==> config.mk <==
export PLATFORM = sky130hd
export DESIGN_NAME = number_to_ascii_formatter_top
export DESIGN_NICKNAME = d
export VERILOG_FILES = /design/src/rtl/nta_pkg.sv /design/src/rtl/nta_front.sv /design/src/rtl/nta_queue.sv /design/src/rtl/nta_back.sv /design/src/rtl/number_to_ascii_formatter_top.sv
export VERILOG_INCLUDE_DIRS = /design/src /design/src/rtl
export SDC_FILE = /design/constraint.sdc
export NUM_CORES = 1
export LEC_CHECK = 0
export ABC_CLOCK_PERIOD_IN_PS = 15000
export BUFFER_PORTS_ARGS = -buffer_cell sky130_fd_sc_hd__buf_4
export CAP_MARGIN = 20
export CORE_ASPECT_RATIO = 1.25
export CORE_MARGIN = 3
export CORE_UTILIZATION = 45
export CTS_CLUSTER_SIZE = 14
export DETAILED_ROUTE_END_ITERATION = 16
export PLACE_DENSITY_LB_ADDON = 0.3
export SYNTH_ARGS = -nofsm -noshare
export SYNTH_HDL_FRONTEND = slang
export SYNTH_SLANG_ARGS = --single-unit
==> constraint.sdc <==
create_clock -name clk -period 15 [get_ports clk]
set_input_delay 3 -clock clk [delete_from_list [all_inputs] [get_ports clk]]
set_output_delay 3 -clock clk [all_outputs]
set_load 0.1 [all_outputs]
==> src/rtl/number_to_ascii_formatter_top_defines.svh <==
// assertion macros for the formatter
`ifndef NUMBER_TO_ASCII_FORMATTER_TOP_DEFINES_SVH
`define NUMBER_TO_ASCII_FORMATTER_TOP_DEFINES_SVH

// same-cycle implication on the block clock
`define NTA_ASSERT_NOW(name, pre, post) \
  name: assert property (@(posedge clk) disable iff (!rst_n) (pre) |-> (post)) \
    else $error("nta assertion failed");

// next-cycle implication on the block clock
`define NTA_ASSERT_NEXT(name, pre, post) \
  name: assert property (@(posedge clk) disable iff (!rst_n) (pre) |=> (post)) \
    else $error("nta assertion failed");

`endif

==> src/rtl/nta_pkg.sv <==
`default_nettype none

package nta_pkg;

  localparam int MAX_FIELD      = 63;
  localparam int NUM_DIGITS     = 20;
  localparam int DIG_IDX_W      = $clog2(NUM_DIGITS);
  localparam int VALUE_W        = 64;
  localparam int BITS_PER_CYCLE = 4;
  localparam int CONV_CYCLES    = VALUE_W / BITS_PER_CYCLE;
  localparam int CONV_CNT_W     = $clog2(CONV_CYCLES);
  localparam int QUEUE_DEPTH    = 2;

  localparam logic [2:0] OP_SDEC = 3'd0;
  localparam logic [2:0] OP_UDEC = 3'd1;
  localparam logic [2:0] OP_LHEX = 3'd2;
  localparam logic [2:0] OP_UHEX = 3'd3;
  localparam logic [2:0] OP_CHAR = 3'd4;

  localparam logic [7:0] CH_ZERO  = 8'h30;
  localparam logic [7:0] CH_SPACE = 8'h20;
  localparam logic [7:0] CH_MINUS = 8'h2d;
  localparam logic [7:0] CH_PLUS  = 8'h2b;
  localparam logic [7:0] CH_LOW_A = 8'h61;
  localparam logic [7:0] CH_UP_A  = 8'h41;

  typedef struct packed {
    logic [2:0]  opcode;
    logic [63:0] value;
    logic [5:0]  width;
    logic [5:0]  precision;
    logic        force_sign;
    logic        pad_before;
    logic        zero_pad;
  } nta_in_t;

  typedef struct packed {
    logic [7:0] character;
    logic       last;
  } nta_out_t;

  typedef struct packed {
    logic                           is_char;
    logic [7:0]                     chr;
    logic [NUM_DIGITS-1:0][3:0]     digits;
    logic [4:0]                     ndig;
    logic                           has_sign;
    logic [7:0]                     sign_ch;
    logic                           upper;
    logic [4:0]                     text_len;
    logic [5:0]                     pad_len;
    logic [5:0]                     last_idx;
    logic                           pad_first;
    logic [7:0]                     pad_ch;
  } nta_job_t;

  typedef struct packed {
    logic empty;
    logic full;
  } nta_qstat_t;

  function automatic logic [7:0] nib_char(input logic [3:0] n, input logic upper);
    logic [7:0] base;
    base = upper ? CH_UP_A : CH_LOW_A;
    if (n < 4'd10) begin
      return CH_ZERO + {4'b0, n};
    end
    return base + {4'b0, n} - 8'd10;
  endfunction

endpackage

`default_nettype wire

==> src/rtl/nta_front.sv <==
`default_nettype none

module nta_front (
  input  wire logic              clk,
  input  wire logic              rst_n,
  input  wire logic              in_push,
  output logic                   in_full,
  input  wire nta_pkg::nta_in_t  in_data,
  input  wire nta_pkg::nta_qstat_t q_stat,
  output logic                   q_push,
  output nta_pkg::nta_job_t      q_data
);

  localparam int DW = nta_pkg::NUM_DIGITS * 4;
  localparam int VW = nta_pkg::VALUE_W;

  typedef enum logic [3:0] {
    F_IDLE = 4'b0001,
    F_CONV = 4'b0010,
    F_SIZE = 4'b0100,
    F_PUSH = 4'b1000
  } front_state_t;

  front_state_t                    state_r, state_nxt;
  logic [DW+VW-1:0]                work_r, work_nxt;
  logic [nta_pkg::CONV_CNT_W-1:0]  step_r, step_nxt;
  logic                            is_char_r, neg_r, plus_r, upper_r, before_r, zero_r;
  logic [7:0]                      chr_r;
  logic [5:0]                      width_r, prec_r;
  nta_pkg::nta_job_t               job_r, job_nxt;

  logic                            accept;
  logic                            op_ok;
  logic                            op_dec;
  logic                            op_hex;
  logic                            in_neg;
  logic [VW-1:0]                   mag;
  logic [DW+VW-1:0]                conv_w;
  logic [4:0]                      ndig;
  logic                            sign_on;
  logic [4:0]                      len;
  logic [4:0]                      text;
  logic [5:0]                      wid;
  logic [5:0]                      pad;
  logic [5:0]                      total;

  function automatic logic [DW+VW-1:0] dd_step(input logic [DW+VW-1:0] w);
    logic [DW+VW-1:0] t;
    t = w;
    for (int j = 0; j < nta_pkg::NUM_DIGITS; j++) begin
      if (t[VW+4*j +: 4] >= 4'd5) begin
        t[VW+4*j +: 4] = t[VW+4*j +: 4] + 4'd3;
      end
    end
    return {t[DW+VW-2:0], 1'b0};
  endfunction

  assign in_full = (state_r != F_IDLE);
  assign accept  = in_push && (state_r == F_IDLE);
  assign op_ok   = (in_data.opcode <= nta_pkg::OP_CHAR);
  assign op_dec  = (in_data.opcode == nta_pkg::OP_SDEC) || (in_data.opcode == nta_pkg::OP_UDEC);
  assign op_hex  = (in_data.opcode == nta_pkg::OP_LHEX) || (in_data.opcode == nta_pkg::OP_UHEX);
  assign in_neg  = (in_data.opcode == nta_pkg::OP_SDEC) && in_data.value[63];
  assign mag     = in_neg ? (64'd0 - in_data.value) : in_data.value;
  assign q_push  = (state_r == F_PUSH) && !q_stat.full;
  assign q_data  = job_r;

  always_comb begin
    conv_w = work_r;
    for (int s = 0; s < nta_pkg::BITS_PER_CYCLE; s++) begin
      conv_w = dd_step(conv_w);
    end
  end

  // digit count, sign and field sizing
  always_comb begin
    ndig = 5'd1;
    for (int j = 0; j < nta_pkg::NUM_DIGITS; j++) begin
      if (work_r[VW+4*j +: 4] != 4'd0) begin
        ndig = 5'(j + 1);
      end
    end
    sign_on = !is_char_r && (neg_r || plus_r);
    len     = is_char_r ? 5'd1 : (ndig + {4'b0, sign_on});
    text    = ({1'b0, len} < prec_r) ? len : prec_r[4:0];
    wid     = (int'(width_r) > nta_pkg::MAX_FIELD) ? 6'(nta_pkg::MAX_FIELD) : width_r;
    pad     = (wid > {1'b0, text}) ? (wid - {1'b0, text}) : 6'd0;
    total   = {1'b0, text} + pad;
  end

  always_comb begin
    state_nxt = state_r;
    work_nxt  = work_r;
    step_nxt  = step_r;
    job_nxt   = job_r;
    case (state_r)
      F_IDLE: begin
        if (accept) begin
          step_nxt = '0;
          if (op_hex) begin
            work_nxt = {{(DW-VW){1'b0}}, mag, {VW{1'b0}}};
          end else begin
            work_nxt = {{DW{1'b0}}, mag};
          end
          if (!op_ok) begin
            state_nxt = F_IDLE;
          end else if (op_dec) begin
            state_nxt = F_CONV;
          end else begin
            state_nxt = F_SIZE;
          end
        end
      end
      F_CONV: begin
        work_nxt = conv_w;
        step_nxt = step_r + 1'b1;
        if (step_r == nta_pkg::CONV_CNT_W'(nta_pkg::CONV_CYCLES - 1)) begin
          state_nxt = F_SIZE;
        end
      end
      F_SIZE: begin
        job_nxt.is_char   = is_char_r;
        job_nxt.chr       = chr_r;
        job_nxt.digits    = work_r[DW+VW-1:VW];
        job_nxt.ndig      = ndig;
        job_nxt.has_sign  = sign_on;
        job_nxt.sign_ch   = neg_r ? nta_pkg::CH_MINUS : nta_pkg::CH_PLUS;
        job_nxt.upper     = upper_r;
        job_nxt.text_len  = text;
        job_nxt.pad_len   = pad;
        job_nxt.last_idx  = total - 6'd1;
        job_nxt.pad_first = before_r;
        job_nxt.pad_ch    = zero_r ? nta_pkg::CH_ZERO : nta_pkg::CH_SPACE;
        state_nxt = (total == 6'd0) ? F_IDLE : F_PUSH;
      end
      F_PUSH: begin
        if (!q_stat.full) begin
          state_nxt = F_IDLE;
        end
      end
      default: begin
        state_nxt = F_IDLE;
      end
    endcase
  end

  always_ff @(posedge clk) begin
    if (!rst_n) begin
      state_r <= F_IDLE;
    end else begin
      state_r <= state_nxt;
    end
  end

  always_ff @(posedge clk) begin
    work_r <= work_nxt;
    step_r <= step_nxt;
    job_r  <= job_nxt;
    if (accept) begin
      is_char_r <= (in_data.opcode == nta_pkg::OP_CHAR);
      neg_r     <= in_neg;
      plus_r    <= in_data.force_sign;
      upper_r   <= (in_data.opcode == nta_pkg::OP_UHEX);
      before_r  <= in_data.pad_before;
      zero_r    <= in_data.zero_pad;
      chr_r     <= in_data.value[7:0];
      width_r   <= in_data.width;
      prec_r    <= in_data.precision;
    end
  end

endmodule

`default_nettype wire

==> src/rtl/nta_queue.sv <==
`default_nettype none

module nta_queue #(
  parameter int DEPTH = nta_pkg::QUEUE_DEPTH
) (
  input  wire logic                clk,
  input  wire logic                rst_n,
  input  wire logic                push,
  input  wire nta_pkg::nta_job_t   push_data,
  input  wire logic                pop,
  output nta_pkg::nta_job_t        head,
  output nta_pkg::nta_qstat_t      stat
);

  localparam int PW = (DEPTH > 1) ? $clog2(DEPTH) : 1;
  localparam int CW = $clog2(DEPTH + 1);

  nta_pkg::nta_job_t mem_r [DEPTH];
  logic [PW-1:0]     wptr_r, wptr_nxt;
  logic [PW-1:0]     rptr_r, rptr_nxt;
  logic [CW-1:0]     cnt_r, cnt_nxt;
  logic              do_push;
  logic              do_pop;

  assign stat.empty = (cnt_r == '0);
  assign stat.full  = (cnt_r == CW'(DEPTH));
  assign do_push    = push && !stat.full;
  assign do_pop     = pop && !stat.empty;
  assign head       = mem_r[rptr_r];

  always_comb begin
    wptr_nxt = wptr_r;
    rptr_nxt = rptr_r;
    cnt_nxt  = cnt_r;
    if (do_push) begin
      wptr_nxt = (wptr_r == PW'(DEPTH - 1)) ? '0 : wptr_r + 1'b1;
    end
    if (do_pop) begin
      rptr_nxt = (rptr_r == PW'(DEPTH - 1)) ? '0 : rptr_r + 1'b1;
    end
    if (do_push && !do_pop) begin
      cnt_nxt = cnt_r + 1'b1;
    end else if (do_pop && !do_push) begin
      cnt_nxt = cnt_r - 1'b1;
    end
  end

  always_ff @(posedge clk) begin
    if (!rst_n) begin
      wptr_r <= '0;
      rptr_r <= '0;
      cnt_r  <= '0;
    end else begin
      wptr_r <= wptr_nxt;
      rptr_r <= rptr_nxt;
      cnt_r  <= cnt_nxt;
    end
  end

  always_ff @(posedge clk) begin
    if (do_push) begin
      mem_r[wptr_r] <= push_data;
    end
  end

endmodule

`default_nettype wire

==> src/rtl/nta_back.sv <==
`default_nettype none

module nta_back (
  input  wire logic                clk,
  input  wire logic                rst_n,
  input  wire nta_pkg::nta_qstat_t q_stat,
  input  wire nta_pkg::nta_job_t   q_head,
  output logic                     q_pop,
  output logic                     out_empty,
  input  wire logic                out_pop,
  output nta_pkg::nta_out_t        out_data
);

  logic                            out_valid_r;
  nta_pkg::nta_out_t               out_r;
  logic [5:0]                      k_r, k_nxt;
  logic                            produce;
  logic                            at_last;
  logic                            pad_zone;
  logic [5:0]                      ti_full;
  logic [4:0]                      ti;
  logic [nta_pkg::DIG_IDX_W-1:0]   di;
  logic [7:0]                      ch;

  assign produce   = !q_stat.empty && (!out_valid_r || out_pop);
  assign at_last   = (k_r == q_head.last_idx);
  assign q_pop     = produce && at_last;
  assign out_empty = !out_valid_r;
  assign out_data  = out_r;
  assign k_nxt     = at_last ? 6'd0 : k_r + 6'd1;

  // pick the character at position k of the field
  always_comb begin
    if (q_head.pad_first) begin
      pad_zone = (k_r < q_head.pad_len);
      ti_full  = k_r - q_head.pad_len;
    end else begin
      pad_zone = (k_r >= {1'b0, q_head.text_len});
      ti_full  = k_r;
    end
    ti = ti_full[4:0];
    di = nta_pkg::DIG_IDX_W'(q_head.ndig - 5'd1 - ti + {4'b0, q_head.has_sign});
    if (pad_zone) begin
      ch = q_head.pad_ch;
    end else if (q_head.is_char) begin
      ch = q_head.chr;
    end else if (q_head.has_sign && (ti == 5'd0)) begin
      ch = q_head.sign_ch;
    end else begin
      ch = nta_pkg::nib_char(q_head.digits[di], q_head.upper);
    end
  end

  always_ff @(posedge clk) begin
    if (!rst_n) begin
      out_valid_r <= 1'b0;
      k_r         <= '0;
    end else if (produce) begin
      out_valid_r <= 1'b1;
      k_r         <= k_nxt;
    end else if (out_pop) begin
      out_valid_r <= 1'b0;
    end
  end

  always_ff @(posedge clk) begin
    if (produce) begin
      out_r.character <= ch;
      out_r.last      <= at_last;
    end
  end

endmodule

`default_nettype wire

==> src/rtl/number_to_ascii_formatter_top.sv <==
// printf-style integer formatter
// input channel: drive in_data and raise in_push; the transaction is taken on a
// clock edge with in_push high and in_full low. in_full stays high while the
// front end works on a transaction, so one transaction is taken at a time.
// result channel: one character per transaction on out_data while out_empty is
// low; out_pop takes it. out_data.last marks the final character of a field.
// decimal opcodes run a shift-and-add-3 converter at 4 bits per cycle, then
// the sizing and push states put the job in the queue; hex and character
// opcodes skip the converter. a job's first character is registered once
// the job is at the queue head and the output register is free, then one
// character per cycle while out_pop stays high, up to 63 characters per field.
// the input side takes no new transaction until the front end is idle again;
// a push waits for queue room. opcodes 5 to 7 and empty fields give no output.
// a stalled receiver holds the current character; the queue then fills and
// the input side backs up through in_full.
// synchronous reset (rst_n low) empties the queue and drops any character in
// flight; no clearing pass is needed.
`default_nettype none

`include "number_to_ascii_formatter_top_defines.svh"

module number_to_ascii_formatter_top #(
  parameter int QDEPTH = nta_pkg::QUEUE_DEPTH
) (
  input  wire logic              clk,
  input  wire logic              rst_n,
  input  wire logic              in_push,
  output logic                   in_full,
  input  wire nta_pkg::nta_in_t  in_data,
  output logic                   out_empty,
  input  wire logic              out_pop,
  output nta_pkg::nta_out_t      out_data
);

  nta_pkg::nta_qstat_t q_stat;
  nta_pkg::nta_job_t   q_job;
  nta_pkg::nta_job_t   q_head;
  logic                q_push;
  logic                q_pop;

  nta_front u_front (
    .clk     (clk),
    .rst_n   (rst_n),
    .in_push (in_push),
    .in_full (in_full),
    .in_data (in_data),
    .q_stat  (q_stat),
    .q_push  (q_push),
    .q_data  (q_job)
  );

  nta_queue #(
    .DEPTH (QDEPTH)
  ) u_queue (
    .clk       (clk),
    .rst_n     (rst_n),
    .push      (q_push),
    .push_data (q_job),
    .pop       (q_pop),
    .head      (q_head),
    .stat      (q_stat)
  );

  nta_back u_back (
    .clk       (clk),
    .rst_n     (rst_n),
    .q_stat    (q_stat),
    .q_head    (q_head),
    .q_pop     (q_pop),
    .out_empty (out_empty),
    .out_pop   (out_pop),
    .out_data  (out_data)
  );

  `NTA_ASSERT_NOW(a_no_push_when_full, q_stat.full, !q_push)
  `NTA_ASSERT_NEXT(a_busy_after_accept, in_push && !in_full && (in_data.opcode <= nta_pkg::OP_CHAR), in_full)
  `NTA_ASSERT_NEXT(a_job_reaches_output, !q_stat.empty && (out_empty || out_pop), !out_empty)

endmodule

`default_nettype wire
==> run metrics, run 1 <==
area leader, netlist=edfxtp_1; Net count, final=slightly below 3000; outcome=completed; pwr dens=219.7 nW/µm²; DRT Wirelength=a little under 70000 µm; Longest Clk Path Bufs=3; top post-synthesis cells by area=edfxtp_1 (52%), ha_1 (7.8%), mux2i_1 (5.1%); antenna violations before repair=0; WS Path Type=flip-flop to flip-flop; CTS Hold Bufs=0; starting density of the core=a little under half; Post-Syn Area=between 30000 and 40000 µm²; Fin. Hold Viols=0; DRC viols=0; Tot Pwr=7.621 mW; TritonCTS buffer count=56; Final Cell Area=approximately 35000 µm²; Post-synth EDFFs=534; drt via density=between 5 and 6; ys async rst share=0%; port bufs=96; f_max=about 0.11 GHz; area grow syn2layout=12.03%; most used cell, CP=ha_1; Final setup viols=0; Final Wtd Congestion=approximately 0.84; # Post-CTS Setup Buffers=0; Slew @ Worst Pin=between 1000 and 1500 ps; routed vias=19870; unrepaired setup endpoints after global routing=false; sequential element share of the synthesized area=52.81%; Netlist cell types=76; die area=72020 µm²; H-tree Lvls=2; Synth Area per Inst=12.27 µm²; num rows=between 100 and 150; first-pass GRT wire length=roughly 110000 µm; Min Hold Slack=418.7 ps; Setup Total Neg Slack=0 ps; Yosys warning count=0; CP max FO=8; core area=67510 µm²; Clock transition at path regs=approximately 60 ps; DR pass1 iterations=5; wire per inst=19.39 µm; Root Buffer=clkbuf_16; final worst path period share=58.77%; critical path startpoint category=flip-flop; Worst Skew=27.34 ps; Top-Level Pins=between 90 and 100; Net Count, Synth=roughly 2800; nature of the critical path endpoint=flip-flop; CP arrival=~9200 ps; die width=between 200 and 250 µm; detailed placement HPWL=between 50000 and 60000 µm; vias in the first global route=between 20000 and 25000; LEAKAGE=~13 nW; Slew Limit Fails=0; Final ANT Viol Nets=0; clock sink total=between 500 and 600; Crit-path slowest cell=or3b_2; worst path required time=~15000 ps; DRT iter0 DRCs=around 1100; relative slew slack=27.22%; PostCTS Resize Cnt=0; maximum vdd drop=0.09501 mV; Hold WC Path Type=flip-flop to flip-flop; synthesized flop and latch total=between 500 and 600; share of layout cells above drive strength 1=between 10% and 20%; Die Y=~300 µm; max incr delay on CP=480 ps; GRT Resource Usage Total=18.98%; min Tclk post-route=slightly below 9000 ps; clk_lat worst skew=620 ps; Synth top area share=between 50% and 60%; CTS tree=done; remaining global-route overflow=0; Post-Syn Instances=approximately 2500; Synth Flop Type=edfxtp_1; max-cap violations=0; largest net degree at the start of global routing=91; placed cell area=approximately 33000 µm²
[flip-flops by register name, summed over array words and instances, names as in the netlist, named ones only]
name,flops
u_front.prec_r,6
u_front.work_r,144
u_queue.mem_r,234
u_front.step_r,4
u_front.state_r,4
u_queue.cnt_r,2
u_front.upper_r,1
u_front.before_r,1
u_front.q_data,117
u_front.zero_r,1
u_front.plus_r,1
u_queue.rptr_r,1
u_back.out_valid_r,1
u_front.wid,6
u_queue.wptr_r,1
u_front.is_char_r,1
u_front.neg_r,1
u_front.chr_r,8
u_back.out_data,9
u_back.k_r,6
[stage by stage]
| step | std cells | util (%) | setup slack, ps |
|---|---|---|---|
| 4_1_cts | 3551 | 51.34 | 6243 |
| 6_report | 3554 | 51.39 | 6185 |
| 5_1_grt | 3553 | 51.39 | 5374 |
| 3_3_place_gp | 3447 | 48.47 | 6621 |
| 2_1_floorplan | 2523 | - | 802.5 |
| 3_5_place_dp | 3448 | 48.48 | 6339 |
[worst max-delay path, delay by kind of cell, from the launching register on]
kind | cells | cell delay, ps
compound gates | 18 | 3440
xor+xnor | 1 | 90
fa+ha+maj | 7 | 1810
buf+inv | 2 | 160
flops | 1 | 440
mux | 1 | 460
simple gates | 9 | 2140
[where the power goes]
part	switching (mW)	internal [mW]
clock network	0.595	0.861
registers	0.0960	1.88
logic	2.31	1.88
total	3.00	4.62
[layout by cell type (no fill, tap or decap), drive strengths merged, types with 7 or more instances in the layout]
cell,instances
a21boi,10
a21o,14
a21oi,152
a31oi,8
and2,16
buf,116
bufinv,9
clkbuf,64
clkinv,21
clkinvlp,9
dfxtp,16
edfxtp,534
ha,194
inv,188
mux2,74
mux2i,160
mux4,48
nand2,131
nand2b,67
nand3,16
nand3b,7
nor2,134
nor2b,61
nor3,29
nor3b,50
nor4,9
o211ai,9
o21a,32
o21ai,144
o21ba,14
o22ai,48
o2bb2ai,13
o31ai,18
or2,8
or3,20
or3b,9
or4,9
xnor2,113
xor2,62
[cells in the mapped netlist (38+ instances only)]
master and count:
xor2_1 62, clkbuf_1 38, o22ai_1 48, nor2b_1 61, o21ai_0 105, nand2b_1 67, nor3b_1 50, nand2_1 131
mux2_2 73, xnor2_1 112, ha_1 194, o21ai_1 39, mux4_2 48, edfxtp_1 534, mux2i_1 159, nor2_1 134
inv_1 187, a21oi_1 152
[final cells by class]
type                    count  area, µm²
fillers                  5637      32810
flip-flops and latches    550      16360
multi-input cells        1732      13730
clock buffers              64       1474
well taps                 864       1081
repair buffers            116      888.4
inverters                 188      705.7
clock inverters            39      456.7
diodes                      1      2.502
[logic make-up after synthesis]
kind of cell | after synthesis | share of synthesized area [%]
buf+inv | 241 | 2.966
fa+ha+maj | 200 | 8.198
xor+xnor | 175 | 4.974
flops | 550 | 52.81
mux | 282 | 11.37
simple gates | 583 | 10.02
compound gates | 492 | 9.668
[routing by layer]
layer	GRT usage [%]	wire, µm
met5	0	0
met4	6.286	1871
met3	2.347	2764
met2	33.87	35180
met1	23.76	29110
[final timing paths]
path	from	to	slack, ps	depth (start not counted)
setup / recovery	u_front.work_r[68]$_DFFE_PP_	u_front.q_data[14]$_DFFE_PN_	6190	38
hold / removal	u_front.upper_r$_DFFE_PP_	u_front.q_data[26]$_DFFE_PN_	420	0
setup reg to reg	u_front.work_r[68]$_DFFE_PP_	u_front.q_data[14]$_DFFE_PN_	6190	38
hold reg to reg	u_front.upper_r$_DFFE_PP_	u_front.q_data[26]$_DFFE_PN_	420	0
Power figures use the tool's default switching activity.
==> run 2: changes to the inputs <==
--- a/config.mk
+++ b/config.mk
@@ -6,7 +6,7 @@
 export SDC_FILE = /design/constraint.sdc
 export NUM_CORES = 1
 export LEC_CHECK = 0
-export ABC_CLOCK_PERIOD_IN_PS = 15000
+export ABC_CLOCK_PERIOD_IN_PS = 8300
 export BUFFER_PORTS_ARGS = -buffer_cell sky130_fd_sc_hd__buf_4
 export CAP_MARGIN = 20
 export CORE_ASPECT_RATIO = 1.25
==> constraint.sdc (replaced) <==
create_clock -name clk -period 8.3 [get_ports clk]
set_input_delay 1.66 -clock clk [delete_from_list [all_inputs] [get_ports clk]]
set_output_delay 1.66 -clock clk [all_outputs]
set_load 0.1 [all_outputs]
==> run 2 against run 1 <==
Against the previous run:
- non-clock buffer count grew 10
- first-iteration DRC count grew 1.8%
- clock power grew 91%
- worst hold slack gained 5.0 ps
- clock skew shrank 3.6 ps
- core utilization grew 0.47 points
- die area is the same
- routed wire length grew 0.73%
- largest cell class unchanged
==> run metrics, run 2 (synthesis results as in run 1) <==
Root Buffer=clkbuf_16; Fin. Hold Viols=0; WS Path Type=flip-flop to flip-flop; starting density of the core=a little under half; DRT Wirelength=between 60000 and 70000 µm; Comb power frac=54.5%; routed vias=between 20000 and 25000; core area=67510 µm²; drt via density=around 5.6; DRT iter0 DRCs=around 1100; Hold WC Path Type=flip-flop to flip-flop; CP arrival=approximately 8300 ps; Setup WS post-layout=approximately 400 ps; Clock transition at path regs=70 ps; Seq pwr share=25.5%; port bufs=96; critical path startpoint category=flip-flop; CTS Hold Bufs=0; met1 usage=23.99%; Placement Setup Slack=between 100 and 150 ps; f_max=0.1265 GHz; Reg with most FFs=u_queue.mem_r; Final Wtd Congestion=around 0.84; most common cell after layout, fill and taps aside=edfxtp_1; GR Util met2=between 30% and 40%; LEAKAGE=12.84 nW; Internal=around 8.5 mW; Die Y=between 200 and 300 µm; GRT Resource Usage Total=between 10% and 20%; met3 Usage GRT=~2.8%; Top-Level Pins=97; wire per inst=~20 µm; Final ANT Viol Nets=0; Crit-path slowest cell=or3b_2; CP max FO=7; first-pass GRT wire length=between 100000 and 150000 µm; area grow syn2layout=13.05%; antenna violations before repair=1; clock power share=19.9%; Slew @ Worst Pin=between 1000 and 1500 ps; largest net degree at the start of global routing=86; Sw Share=39.14%; most used cell, CP=a21oi_1; maximum vdd drop=0.1967 mV; Inserted Diodes=0; DRC viols=0; Longest Clk Path Bufs=3; GRT busiest layer=met2; nature of the critical path endpoint=flip-flop; Slew Limit Fails=0; clock sink total=550; Worst Skew=23.75 ps; final worst path period share=between 90% and 100%; relative slew slack=between 20 and 30%; CTS tree=done; num rows=~110; pwr dens=400.2 nW/µm²; outcome=completed; die width=between 200 and 250 µm; max incr delay on CP=about 490 ps; share of layout cells above drive strength 1=between 10% and 20%; worst path required time=approximately 8700 ps; crit path buf inv count=2; Sw Pwr=between 5 and 6 mW; Net count, final=around 3000; Final setup viols=0; max-cap violations=0; min Tclk post-route=around 7900 ps; vias in the first global route=about 20000; Core Util, Final=51.86%; detailed placement HPWL=50420 µm; remaining global-route overflow=0; max FFs per register=234; die area=roughly 70000 µm²; clk_lat worst skew=about 620 ps; delay-heaviest family, CP=compound AO/OA/AOI/OAI gates; commonest cells after routing, fill and taps aside=edfxtp_1 (534), ha_1 (191), inv_1 (184); H-tree Lvls=2; DR pass1 iterations=5; TritonCTS buffer count=57
==> run 2: changes by cell type in the layout (fill, tap and decap cells not counted), sizes merged <==
cell / before / now
bufinv: 9 / 13
buf: 116 / 126
inv: 188 / 191
diode: 1 / 0
clkinv: 21 / 22
clkbuf: 64 / 62
clkinvlp: 9 / 6
==> run 2: path summary, 6_finish.rpt <==
check | slack (ps) | start | endpoint | cells past startpoint
setup / recovery | 400 | u_front.work_r[68]$_DFFE_PP_ | u_front.q_data[14]$_DFFE_PN_ | 39
hold / removal | 420 | u_front.upper_r$_DFFE_PP_ | u_front.q_data[26]$_DFFE_PN_ | 0
setup reg to reg | 400 | u_front.work_r[68]$_DFFE_PP_ | u_front.q_data[14]$_DFFE_PN_ | 39
hold reg to reg | 420 | u_front.upper_r$_DFFE_PP_ | u_front.q_data[26]$_DFFE_PN_ | 0
==> run 2: worst register-to-register path, delay by kind of cell (launching register included) <==
kind,cells,cell delay (ps)
buffers and inverters,2,160
XOR/XNOR,1,90
AO/OA/AOI/OAI,18,3170
multiplexers,1,290
AND/OR/NAND/NOR,10,1950
adder cells (fa/ha/maj),7,1580
flip-flops,1,440
==> run 2: timing repair <==
| item | in CTS | in global routing |
|---|---|---|
| hold endpoints to repair | 0 | 0 |
| buffers inserted | 0 | 7 |
| endpoints found under the setup margin | 0 | 5 |
| resized for setup | 0 | 27 |
==> run 2: power by group through the flow <==
| stage | combinational [mW] | sequential [mW] | clock (mW) |
|---|---|---|---|
| 4_1_cts | 7.59 | 3.57 | 2.84 |
| 3_5_place_dp | 7.53 | 3.63 | 0 |
| 6_report | 7.64 | 3.58 | 2.79 |
| 3_3_place_gp | 7.08 | 3.61 | 0 |
| 5_1_grt | 8.55 | 3.61 | 2.96 |
| 2_1_floorplan | 6.16 | 3.58 | 0 |
==> run 2: area by class of cell <==
class,count,area [µm²]
clock buffers,62,1488
clock inverters,44,571.8
fillers,5644,32500
inverters,188,705.7
multi-input cells,1732,13850
flip-flops and latches,550,16360
well taps,864,1081
repair buffers,126,949.7
==> run 2: per-stage QoR <==
stage | hold slack, ps | cells | power (mW) | cell area (µm²) | TNS (ps)
floorplan | 400.3 | 2523 | 9.734 | 30970 | 0
global placement | 402.9 | 3452 | 10.69 | 32770 | 0
detailed placement | 409.0 | 3452 | 11.16 | 32770 | 0
CTS | 424.3 | 3558 | 14.00 | 34830 | 0
global route | 440.9 | 3566 | 15.12 | 35010 | -42.47
finish | 423.7 | 3566 | 14.01 | 35010 | 0
==> run 2: metal layers <==
metal  routed length [µm]  vias to the layer above
li1                     -                     9597
met5                    0                        -
met2                35330                      443
met1                29300                     9872
met3                 3095                       95
met4                 1709                        0
